## src/hdl/sglr_pkg.sv

```systemverilog
// Shared types and constants for the skewed Gauss lattice reduction block.
package sglr_pkg;

  // Shared multiplier operand and product widths.
  localparam int unsigned MUL_W  = 32;
  localparam int unsigned PROD_W = 2 * MUL_W;

  // Width and reset value of the skew weight register.
  localparam int unsigned WEIGHT_W = 32;
  localparam logic [WEIGHT_W-1:0] SKEW_RESET = 32'd4096;

  // Status of the rounding divider, sent to the sequencer.
  typedef struct packed {
    logic done;
    logic ovf;
  } div_stat_t;

endpackage

```

## src/hdl/sglr_mul.sv

```systemverilog
// Shared registered multiplier used for all products of the reduction.
module sglr_mul (
  input  logic                         clk_i,
  input  logic [sglr_pkg::MUL_W-1:0]   op_a_i,
  input  logic [sglr_pkg::MUL_W-1:0]   op_b_i,
  output logic [sglr_pkg::PROD_W-1:0]  prod_o
);
  import sglr_pkg::*;

  logic [PROD_W-1:0] prod_q;

  // One unsigned product per cycle, registered and ready in the next cycle.
  always_ff @(posedge clk_i) begin
    prod_q <= PROD_W'(op_a_i) * PROD_W'(op_b_i);
  end

  assign prod_o = prod_q;

endmodule

```

## config.mk

```make
export PLATFORM = sky130hd
export DESIGN_NAME = sglr_mul
export DESIGN_NICKNAME = d
export VERILOG_FILES = /design/src/hdl/sglr_pkg.sv /design/src/hdl/sglr_mul.sv
export SDC_FILE = /design/constraint.sdc
export NUM_CORES = 2
export LEC_CHECK = 0
export BUFFER_PORTS_ARGS = -buffer_cell sky130_fd_sc_hd__buf_2
export CELL_PAD_IN_SITES_DETAIL_PLACEMENT = 0
export CELL_PAD_IN_SITES_GLOBAL_PLACEMENT = 1
export CORE_MARGIN = 1.5
export CORE_UTILIZATION = 47
export CTS_CLUSTER_DIAMETER = 100
export DETAILED_ROUTE_END_ITERATION = 16
export GPL_TIMING_DRIVEN = 0
export PLACE_DENSITY_LB_ADDON = 0.12
export SYNTH_ARGS = -nofsm -noshare
export SYNTH_HDL_FRONTEND = slang
export SYNTH_SLANG_ARGS = --single-unit
export TNS_END_PERCENT = 100
```

## constraint.sdc

```tcl
create_clock -name clk_i -period 6.9 [get_ports clk_i]
set_input_delay 0.69 -clock clk_i [delete_from_list [all_inputs] [get_ports clk_i]]
set_output_delay 0.69 -clock clk_i [all_outputs]
set_load 0.05 [all_outputs]
```

; Word level (Yosys, flattened, before mapping)
; Index checks and enable logic that the tools add are counted.
[totals]
wordCells = 2
regBits = 64
output_inout_bits = 64
in_bits = 65
[classes]
mul = 1
[op_table]
columns = cell, n
row1 = 32-bit by 32-bit multiplier with 64-bit output, 1

; Longest topological paths before layout
[depth]
word_depth = 1
mapped_depth = 29

; Worst setup path after synthesis
; No wires, ideal clock.
[synth_path]
kind = input-to-reg
start = input op_a_i[25] in the netlist's numbering
end = register prod_q[62] (netlist: prod_o[62])
required_ns = 6.828
cell_stages = 25
t_arrival_ns = 7.371
slack_ns = -0.543
path_cell_list = clkbuf_1 > nand2_1 > fa_1 > inv_1 > fa_1 > inv_1 > fa_1 > inv_1 > fa_1 > fa_1 > fa_1 > fa_1 > inv_1 > fa_1 > inv_1 > ha_1 > buf_2 > nand4_1 > or4_1 > or3_1 > a31oi_1 > a31o_2 > a211oi_1 > o21ai_1 > xor2_1
[synth_between]
elab_chain_cells = 1
[synth_rtl]
columns = item, line
row1 = "start, declared", sglr_mul.sv:4  ; input logic [sglr_pkg::MUL_W-1:0] op_a_i,
row2 = 32-bit by 32-bit multiplier with 64-bit output, sglr_mul.sv:14  ; prod_q <= PROD_W'(op_a_i) * PROD_W'(op_b_i);
row3 = "end signal, assigned", sglr_mul.sv:14
row4 = "end, declared", sglr_mul.sv:10  ; logic [PROD_W-1:0] prod_q;
; No other way between the ends.

; Worst setup path after layout
[layout_path]
start = input op_b_i[31] in the netlist's numbering
end = register prod_q[62] (netlist: prod_o[62])
[layout_between]
elab_chain_cells = 1
[layout_rtl]
columns = item, line
row1 = "start, declared", sglr_mul.sv:5  ; input logic [sglr_pkg::MUL_W-1:0] op_b_i,
row2 = 32-bit by 32-bit multiplier with 64-bit output, sglr_mul.sv:14
; No other way between the ends.

==> reports/metrics.cfg <==
[sta]
relSlewSlack=0.325
hold_slack_ns=0.653
worst_slack_ns=-0.671
period_needed_ns=7.57
setup_viol=30
setup-tns-final_ns=-11.94
grt_setup_unrepaired=yes
period_share=1.10
worst-slew-pin-transition_ns=1.01
hold_viol=0
timing.fmax_mhz=132
final_max_slew_viol_count=0

[die]
start_util=0.475
rows=99
coreArea_mm2=0.0730
io_pins=129
dieArea_mm2=0.0754
die_x_um=275
die_y_um=275

[clock_network]
h-tree-depth=3
cts.clk_slew.worst_paths_ns=0.07
cts_hold_buf=0
clk_path_buf_depth=2
cts_tree=yes
numClockSinks=64
cts_root_buf=clkbuf_16
cts_buffers=9

[routing]
wl_um=140000
dr.pass1.iters=5
via_count=27806
drt_iter0_drc=2237
drc=0
drtAntennaViolNets=0
vias_per_cell=5.52
wl_per_cell_um=27.7

[status]
violations=negative setup slack
status=finished with violations

[global_route]
grt_first_pass_wirelength_um=199000
grt_max_degree=14
grt_use_total=0.379
grt_overflow_total=0
grt_pass1_vias=29349
antenna_found_initial=19

[worst_hold_path]
worstHoldPathType=in2reg
hold_path_startpoint=op_b_i[0]
min_path_cells=2
whs_endpoint=prod_o[0]$_DFF_P_

[cells_and_area]
utilization=0.577
regArea_mm2=0.00128
syn_to_final_growth_pct=21.4
largest_reg_flops=64
drive_gt1_frac=0.184
nFillCells=6664
multi_input_area_mm2=0.0303
final_nets=5285

[logic_synthesis]
synth-main-ff-cell=dfxtp_1
synth_cell_types=57
synth_cells=3748
ys_ff_latch=64
ys_warn_count=0
synth_seq_area_share=0.0369
syn-cell-area_mm2=0.0347
synth-async-reset-ratio=0
synth_edf_count=0
synth.area.top_cells=fa_1 (52%), and2_1 (11%), ha_1 (9.5%), inv_1 (9.4%), nand2_1 (5.2%)
synth_common_cells=fa_1 (896), inv_1 (865), and2_1 (602), nand2_1 (480), ha_1 (263)
yosys.area.top_type_share=0.517
synth_top_area_cell=fa_1
avgSynthCellArea_um2=9.25
yosysMostFrequentCell=fa_1
synth_fp_nets=4972

[placement]
gp_congestion=1.00
dp_hpwl_um=112000
post-place-ws_ns=-2.17
port_buffers=128

[worst_setup_path]
end_kind=flop
worst_ep_required_time_ns=7.18
crit_fanout=10
worst_ep_arrival_time_ns=7.85
worstSetupStartpointType=input port
crit_type=in2reg

[flow_run]
drv_cap=0

==> worst max-delay path by stage <==
stage,end,cells past startpoint,start,slack (ns)
CTS,prod_o[62]$_DFF_P_,24,op_b_i[23],-0.62
global route,prod_o[62]$_DFF_P_,26,op_b_i[8],-0.80
detailed placement,prod_o[62]$_DFF_P_,23,op_a_i[18],-2.17
global placement,prod_o[62]$_DFF_P_,23,op_a_i[18],-2.09
floorplan,prod_o[62]$_DFF_P_,26,op_a_i[26],-0.32
finish,prod_o[62]$_DFF_P_,22,op_b_i[31],-0.67
==> layout by cell type (no fill, tap or decap), types with 8 or more instances in the layout <==
cell       instances
inv_1            841
fa_1             827
and2_1           571
nand2_1          471
ha_1             243
buf_4            166
buf_2             83
clkbuf_16         79
fa_2              69
dfxtp_1           64
buf_6             49
a21oi_1           43
a21o_1            40
clkbuf_8          38
clkbuf_4          35
xnor2_1           33
and2_4            31
xor2_1            25
buf_12            24
buf_8             23
nand4_1           23
inv_2             22
clkbuf_1          19
ha_4              19
nor2_1            16
diode_2           14
clkbuf_2          14
o21ai_0           13
a21oi_2           13
and3_1            13
a21oi_4           10
nand3_1           10
o21bai_1           9
o21a_1             8
a31oi_1            8
o21ai_1            8
==> routing by layer <==
metal  track usage  routed length, um  share of wire
met3        0.0684              12000          0.086
met2         0.596              63200           0.45
met5             0                 15        0.00011
met1         0.464              50700           0.36
met4         0.293              13800          0.099
==> kinds of logic (layout without fill, tap and decap cells) <==
| group | count (synthesis) | count (layout) | synth area share |
|---|---|---|---|
| AO/OA/AOI/OAI | 202 | 202 | 0.0415 |
| XOR/XNOR | 60 | 60 | 0.0152 |
| adder cells (fa/ha/maj) | 1159 | 1159 | 0.612 |
| buffers and inverters | 1085 | 1403 | 0.118 |
| flip-flops | 64 | 64 | 0.0369 |
| multiplexers | 1 | 1 | 0.000289 |
| other | 0 | 14 | 0 |
| AND/OR/NAND/NOR | 1177 | 1177 | 0.176 |
==> metrics by stage <==
| step | area (um^2) | std cells |
|---|---|---|
| 2_1_floorplan | 35100 | 3748 |
| 6_report | 42100 | 5039 |
| 5_1_grt | 42100 | 5025 |
| 3_5_place_dp | 37000 | 4835 |
| 3_3_place_gp | 37000 | 4835 |
| 4_1_cts | 41100 | 4973 |
==> timing repair <==
action	in CTS	in global routing
endpoints found under the setup margin	46	38
cloned	10	1
buffers inserted	118	57
gates resized for setup	669	197
pin swaps	96	115
==> critical path, cell delays in order <==
cell      delay [ns]
buf_2           0.21
clkbuf_2        0.42
and2_1          0.21
fa_1            0.44
fa_1            0.47
fa_1            0.55
fa_1            0.48
fa_1            0.55
fa_1            0.46
fa_1            0.50
inv_1           0.05
fa_1            0.48
inv_1           0.06
ha_4            0.29
nand2_2         0.11
or4_4           0.52
or3_4           0.39
a31oi_4         0.29
a31o_4          0.24
a211oi_4        0.08
o21ai_2         0.17
xor2_1          0.18
==> layout make-up <==
type,count,share of cell area
Tap cell,959,0.0285
Sequential cell,64,0.0304
Buffer,210,0.0741
Antenna cell,14,0.000832
Clock inverter,7,0.00128
Inverter,865,0.0773
Timing Repair Buffer,312,0.0618
Clock buffer,9,0.00535
Multi-Input combinational cell,2599,0.720
Power is left out: the tool's default activity adds up to more than one toggle a clock period on the data nets, which glitch-free logic cannot reach.
