## config.mk

```make
export PLATFORM = sky130hd
export DESIGN_NAME = sglr_div
export DESIGN_NICKNAME = d
export VERILOG_FILES = /design/src/hdl/sglr_pkg.sv /design/src/hdl/sglr_div.sv
export SDC_FILE = /design/constraint.sdc
export NUM_CORES = 1
export LEC_CHECK = 0
export ABC_CLOCK_PERIOD_IN_PS = 7210
export BUFFER_PORTS_ARGS = -buffer_cell sky130_fd_sc_hd__buf_2
export CAP_MARGIN = 40
export CORE_MARGIN = 4
export CORE_UTILIZATION = 25
export DETAILED_ROUTE_END_ITERATION = 10
export GPL_TIMING_DRIVEN = 0
export PLACE_DENSITY = 0.5
export SLEW_MARGIN = 10
export SYNTH_ARGS = -nofsm -noshare
export SYNTH_HDL_FRONTEND = slang
export SYNTH_SLANG_ARGS = --single-unit
```

## constraint.sdc

```tcl
create_clock -name clk_i -period 7.21 [get_ports clk_i]
set_clock_uncertainty 0.1 [all_clocks]
set_input_delay 1.442 -clock clk_i [delete_from_list [all_inputs] [get_ports clk_i]]
set_output_delay 1.442 -clock clk_i [all_outputs]
set_load 0.02 [all_outputs]
```

## src/hdl/sglr_pkg.sv

```systemverilog
// Shared types and constants for the skewed Gauss lattice reduction block.
package sglr_pkg;

  // Shared multiplier operand and product widths.
  localparam int unsigned MUL_W  = 32;
  localparam int unsigned PROD_W = 2 * MUL_W;

  // Width and reset value of the skew weight register.
  localparam int unsigned WEIGHT_W = 32;
  localparam logic [WEIGHT_W-1:0] SKEW_RESET = 32'd4096;

  // Status of the rounding divider, sent to the sequencer.
  typedef struct packed {
    logic done;
    logic ovf;
  } div_stat_t;

endpackage

```

## src/hdl/sglr_div.sv

```systemverilog
// Bit-serial divider that rounds a signed numerator over an unsigned divisor.
module sglr_div #(
  parameter int unsigned CW = 32,
  parameter int unsigned NW = 97
) (
  input  logic                    clk_i,
  input  logic                    rst_ni,
  input  logic                    start_i,
  input  logic [NW-1:0]           num_i,
  input  logic [NW-1:0]           den_i,
  output sglr_pkg::div_stat_t     stat_o,
  output logic signed [CW-1:0]    quot_o
);
  import sglr_pkg::*;

  localparam int unsigned CNT_W = $clog2(NW);

  typedef enum logic [1:0] {
    D_IDLE,
    D_RUN,
    D_ROUND
  } dstate_e;

  dstate_e           state_q, state_d;
  logic [CNT_W-1:0]  cnt_q, cnt_d;
  logic              done_q, done_d;
  logic              ovf_q, ovf_d;
  logic              negv_q, negv_d;
  logic [NW-1:0]     m_q, m_d;
  logic [NW-1:0]     r_q, r_d;
  logic [NW-1:0]     q_q, q_d;
  logic [NW-1:0]     den_q, den_d;
  logic signed [CW-1:0] quot_q, quot_d;

  logic [NW-1:0]     r_sh;
  logic [NW-1:0]     r_twice;
  logic              inc;
  logic [NW:0]       q_r;
  logic [NW:0]       lim;

  always_comb begin
    state_d = state_q;
    cnt_d   = cnt_q;
    done_d  = 1'b0;
    ovf_d   = ovf_q;
    negv_d  = negv_q;
    m_d     = m_q;
    r_d     = r_q;
    q_d     = q_q;
    den_d   = den_q;
    quot_d  = quot_q;

    // One quotient bit per cycle; the remainder stays below the divisor.
    r_sh    = {r_q[NW-2:0], m_q[NW-1]};
    // Rounding: compare twice the remainder with the divisor, ties to even.
    r_twice = {r_q[NW-2:0], 1'b0};
    inc     = (r_twice > den_q) || ((r_twice == den_q) && q_q[0]);
    q_r     = (NW+1)'(q_q) + (NW+1)'(inc);
    lim     = ((NW+1)'(1) << (CW - 1)) - (negv_q ? '0 : (NW+1)'(1));

    unique case (state_q)
      D_IDLE: begin
        if (start_i) begin
          negv_d  = num_i[NW-1];
          m_d     = num_i[NW-1] ? (~num_i + 1'b1) : num_i;
          r_d     = '0;
          q_d     = '0;
          den_d   = den_i;
          cnt_d   = '0;
          state_d = D_RUN;
        end
      end
      D_RUN: begin
        m_d = {m_q[NW-2:0], 1'b0};
        if (r_sh >= den_q) begin
          r_d = r_sh - den_q;
          q_d = {q_q[NW-2:0], 1'b1};
        end else begin
          r_d = r_sh;
          q_d = {q_q[NW-2:0], 1'b0};
        end
        cnt_d = cnt_q + 1'b1;
        if (cnt_q == CNT_W'(NW - 1)) begin
          state_d = D_ROUND;
        end
      end
      D_ROUND: begin
        ovf_d   = q_r > lim;
        quot_d  = negv_q ? (~q_r[CW-1:0] + 1'b1) : q_r[CW-1:0];
        done_d  = 1'b1;
        state_d = D_IDLE;
      end
      default: state_d = D_IDLE;
    endcase
  end

  // Control state.
  always_ff @(posedge clk_i or negedge rst_ni) begin
    if (!rst_ni) begin
      state_q <= D_IDLE;
      cnt_q   <= '0;
      done_q  <= 1'b0;
    end else begin
      state_q <= state_d;
      cnt_q   <= cnt_d;
      done_q  <= done_d;
    end
  end

  // Datapath registers.
  always_ff @(posedge clk_i) begin
    ovf_q  <= ovf_d;
    negv_q <= negv_d;
    m_q    <= m_d;
    r_q    <= r_d;
    q_q    <= q_d;
    den_q  <= den_d;
    quot_q <= quot_d;
  end

  assign stat_o.done = done_q;
  assign stat_o.ovf  = ovf_q;
  assign quot_o      = quot_q;

endmodule

```

## Yosys cells after proc, flatten, opt, wreduce, memory -nomap -nowiden

Index checks and enable logic that the tools add are counted.

- $add $sub $neg: 6
- Order comparisons: 3
- Equality and inequality tests: 6
- Muxes and demuxes: 16
- Bitwise operators: 2
- Reductions and logical operators: 7

Operators with widths:

| operator | count |
|---|---|
| 97-bit one-hot mux with 2 select lines | 2 |
| 97-bit two-way mux | 3 |
| 96-bit one-hot mux with 2 select lines | 1 |
| 97-bit by 1-bit adder with 98-bit output | 1 |
| 98-bit greater-than comparator | 1 |
| 97-bit by 1-bit adder with 97-bit output, second input constant | 1 |
| 97-bit == test | 1 |
| 97-bit greater-or-equal comparator | 1 |
| 97-bit greater-than comparator | 1 |
| 97-bit inverter | 1 |
| 96-bit two-way mux | 1 |
| 96-bit subtractor | 1 |
| 32-bit by 1-bit subtractor with 33-bit output, first input constant | 1 |
| 32-bit by 1-bit adder with 32-bit output, second input constant | 1 |
| 32-bit two-way mux | 1 |
| 32-bit inverter | 1 |
| 7-bit one-hot mux with 2 select lines | 1 |
| 7-bit by 1-bit adder with 7-bit output, second input constant | 1 |
| 7-bit == test, second input constant | 1 |
| 7-bit two-way mux | 1 |
| 2-bit AND reduction | 3 |
| 2-bit two-way mux | 2 |
| 2-bit inequality test, second input constant | 2 |
| 2-bit one-hot mux with 2 select lines | 1 |
| other kinds (7) | 9 |

- Register bits after elaboration: 431
- Input bits: 197
- Output and inout bits: 34

## Logic depth before layout (Yosys ltp)

- Depth after elaboration: 7
- Gate-level depth with buffers: 32
- Mapped depth without buffers: 30

## Least setup slack after synthesis

OpenSTA, ideal clock, no wires.

- Path kind: input to register
- Start point: in start_i
- End point: reg cnt_q[1]
- Library setup time: 0.413 ns
- Data arrival time: 7.401 ns
- Slack: -0.704 ns
- Stages on the path: 3
- Path buffers: 0
- Cell sequence: o21bai_1 > inv_1 > o21ai_0

- Longest elaborated chain between the ends: 2

RTL lines:

| element | line | text |
|---|---|---|
| start: declaration | sglr_div.sv:8 | `input logic start_i,` |
| 2-bit inequality test (no line) | n/a |  |
| 2-bit AND reduction (no line) | n/a |  |
| end signal: assignment | sglr_div.sv:105 | `cnt_q <= cnt_d;` |
| end: declaration | sglr_div.sv:25 | `logic [CNT_W-1:0] cnt_q, cnt_d;` |

No other way between the ends.
A chain may end at the register's enable or synchronous reset.

## Final worst setup path

- Start point: reg r_q[41]
- End point: reg ovf_q, data pin

- Longest elaborated chain between the ends: 5

RTL lines:

| element | line | text |
|---|---|---|
| start: declaration | sglr_div.sv:30 | `logic [NW-1:0] r_q, r_d;` |
| start signal: assignment | sglr_div.sv:115 | `r_q <= r_d;` |
| parallel branches: the longest is 2 deep, another holds 97-bit greater-than comparator | n/a |  |
| 1-bit logical OR * | sglr_div.sv:57 | `inc = (r_twice > den_q) \|\| ((r_twice == den_q) && q_q[0]);` |
| 97-bit by 1-bit adder with 98-bit output * | sglr_div.sv:58 | `q_r = (NW+1)'(q_q) + (NW+1)'(inc);` |
| 98-bit greater-than comparator * | sglr_div.sv:88 | `ovf_d = q_r > lim;` |
| end signal: assignment | sglr_div.sv:112 | `ovf_q <= ovf_d;` |
| end: declaration | sglr_div.sv:27 | `logic ovf_q, ovf_d;` |

Every way passes the cells marked *.

==> flow_summary.json <==
{
  "yosysWarnings": 0,
  "hpwlAfterDp_um": 72900,
  "powerDensity_nw_per_um2": 339,
  "netlist_top_cells_count": "421 x edfxtp_1, 308 x nor2_1, 295 x nand2_1",
  "synth_area_per_cell_um2": 9.32,
  "cp.arrival_ps": 7050,
  "min_path_type": "reg2reg",
  "critPathKind": "reg2reg",
  "cp_top_family": "compound AO/OA/AOI/OAI gates",
  "first_pass_iters": 5,
  "portBuffers": 230,
  "ir_worst_vdd_mv": 0.206,
  "clk_pin_slew_ps": 60,
  "finalHoldViolCount": 0,
  "p_leak_nw": 13.1,
  "synth_cells": 3071,
  "p_switching_mw": 4.60,
  "ys.flop_type": "edfxtp_1",
  "fin_nets": 3700,
  "drtIter0Drc": 1748,
  "worstHoldStart": "cnt_q[6]$_DFFE_PN0P_",
  "pin_count": 231,
  "crit_path_max_fanout": 9,
  "maxCapViolations": 0,
  "drive_gt1_share_pct": 12.0,
  "status": "completed",
  "antenna_found_initial": 9,
  "postLayoutCellArea_um2": 33900,
  "cp.required_ps": 7450,
  "gr-total-overflow": 0,
  "grt_pass1_wl_um": 144000,
  "crit_start": "r_q[41]$_SDFFCE_PN0P_",
  "netlist_area_um2": 28600,
  "synth_edf_count": 421,
  "clk_latency_ps": 650,
  "placed_area_um2": 32100,
  "max_slew_margin_pct": 40.1,
  "grt_usage_pct": 15.2,
  "p_total_mw": 11.5,
  "period_minus_slack_ps": 6800,
  "synth.most_common_cell": "edfxtp_1",
  "holdWs_ps": 391,
  "cts-htree-levels": 2,
  "wl_per_cell_um": 19.2,
  "postRouteAntennaNets": 0,
  "seqPwrFrac_pct": 32.9,
  "async_flop_share_pct": 2.32,
  "cts.sink_count": 431,
  "crit-reg2reg-launch": "r_q[41]$_SDFFCE_PN0P_",
  "synth_seq_area_share_pct": 45.0,
  "chipHeight_um": 346,
  "drc": 0,
  "synth.area.top_cells": "edfxtp_1 44%, ha_1 5.9%, o21ai_0 4.1%",
  "power_frac_comb_pct": 43.5,
  "internal_power_mw": 6.90,
  "cts_tree": "done",
  "area_growth_pct": 18.3,
  "hold_buffers": 0,
  "dieArea_um2": 120000,
  "hold_path_depth": 1,
  "start_kind": "flop",
  "synth.largest_area_cell": "edfxtp_1",
  "cp_slowest_stage_delay_ps": 480,
  "via_per_inst": 4.95,
  "cts_buffers": 55,
  "cts.path.max_buffers": 3,
  "finalSetupViolCount": 0,
  "wl_um": 94400,
  "tightest_slew_ps": 890,
  "grt_pass1_vias": 24000,
  "ff2ff_path_depth": 29,
  "timing.fmax_mhz": 147,
  "start_util_pct": 25.3,
  "gp_congestion": 0.912,
  "vias": 24300,
  "synth_cell_types": 83,
  "synth.top_cell.area_share_pct": 44.2,
  "core_um2": 113000,
  "finalMaxSlewViolations": 0,
  "cpMostUsedCell": "a21oi_1",
  "end_kind": "flop",
  "reg2reg_slack_ps": 410,
  "final.period_utilization_pct": 94.4,
  "clkPwrFrac_pct": 23.6,
  "critPathBufInv": 1,
  "clockRootBuffer": "clkbuf_16",
  "p_sw_share_pct": 40.0,
  "synth-seq-cells": 431,
  "die_x_um": 346,
  "grt_max_degree": 80,
  "crit_slowest_cell": "ha_1",
  "cp_num_cells": 29,
  "synth_nets": 3404,
  "rows": 123
}
==> final timing paths <==
| check | endpoint |
|---|---|
| max in group asynchronous | done_q$_DFF_PN0_ |
| worst max-delay path | ovf_q$_DFFE_PP_ |
| worst max register to register | ovf_q$_DFFE_PP_ |
| worst min register to register | cnt_q[6]$_DFFE_PN0P_ |
| min in group asynchronous | cnt_q[1]$_DFFE_PN0P_ |
| worst min-delay path | cnt_q[6]$_DFFE_PN0P_ |
==> logic make-up (layout without fill, tap and decap cells) <==
family | count (synthesis) | in the layout | synth area share, %
and+or+nand+nor | 1165 | 1165 | 20.2
adders and majority gates | 136 | 136 | 5.97
muxes | 28 | 28 | 0.996
buffers and inverters | 299 | 638 | 3.97
xor gates and xnor gates | 257 | 257 | 7.86
AOI/OAI and AO/OA | 755 | 755 | 16.0
DFF | 431 | 431 | 45.0
other | 0 | 3 | 0
==> power groups by stage <==
stage	registers [mW]	clock network, mW	logic [mW]
after global routing	3.85	2.92	5.63
after CTS	3.78	2.83	4.97
after global placement	3.82	0	4.89
after floorplan	3.70	0	3.61
final	3.79	2.71	5.00
after detailed placement	3.83	0	4.93
==> cell usage in the layout (no fill, tap or decap), drive strengths merged, types with 8 or more instances in the layout <==
cell / instances
o211ai: 13
or4: 18
a21boi: 8
and2: 100
nor3: 67
ha: 135
clkinv: 22
a21o: 60
inv: 158
o41ai: 19
o21bai: 30
nor2: 309
dfrtp: 10
nor4: 31
o31ai: 42
or3: 33
nand2: 295
a211oi: 11
o21ai: 241
or2: 15
a31oi: 19
mux2i: 24
xnor2: 127
nand2b: 21
nor2b: 18
edfxtp: 421
a21oi: 233
nand4: 92
and4: 13
o21a: 16
and3: 37
xor2: 130
buf: 281
clkbuf: 167
nand3: 99
==> metal layers <==
metal | vias up | global-route usage (%) | share of wire, %
met1 | 11700 | 21.7 | 48
met5 | - | 0 | 0.052
li1 | 11800 | - | -
met4 | 8 | 3.93 | 2.2
met3 | 116 | 2.64 | 5.9
met2 | 660 | 23.7 | 44
==> sequential cells by signal (all words and copies together) (netlist names) <==
| register | cells |
|---|---|
| ovf_q | 1 |
| quot_o | 32 |
| state_q | 2 |
| done_q | 1 |
| r_q | 96 |
| den_q | 97 |
| q_q | 97 |
| cnt_q | 7 |
| negv_q | 1 |
| m_q | 97 |
==> stage by stage <==
| stage | util, % | TNS (ps) | std cells | setup slack, ps |
|---|---|---|---|---|
| 4_1_cts | 30.0 | 0 | 4930 | 37.9 |
| 3_5_place_dp | 28.4 | -2130 | 4828 | -750 |
| 5_1_grt | 29.9 | -13.6 | 4910 | -13.6 |
| 6_report | 30.0 | 0 | 4913 | 406 |
| 3_3_place_gp | 28.0 | -719170 | 4801 | -2480 |
| 2_1_floorplan | - | 0 | 3071 | 494 |
==> what timing repair did <==
item                                    in CTS  in global routing
endpoints found under the setup margin       7                  1
gates resized for setup                     11                 11
buffers inserted                             4                  1
pin swaps                                    1                  2
==> final cells by class <==
| type | count | area [um^2] |
|---|---|---|
| sequential | 431 | 12900 |
| fill | 12200 | 79200 |
| clock buffer | 68 | 1450 |
| inverter | 158 | 602 |
| timing repair buffer | 262 | 1620 |
| clock inverter | 32 | 280 |
| tap | 1500 | 1880 |
| antenna | 3 | 7.51 |
| multi-input combinational | 2341 | 14700 |
| buffer | 118 | 458 |
Power figures use the tool's default switching activity.
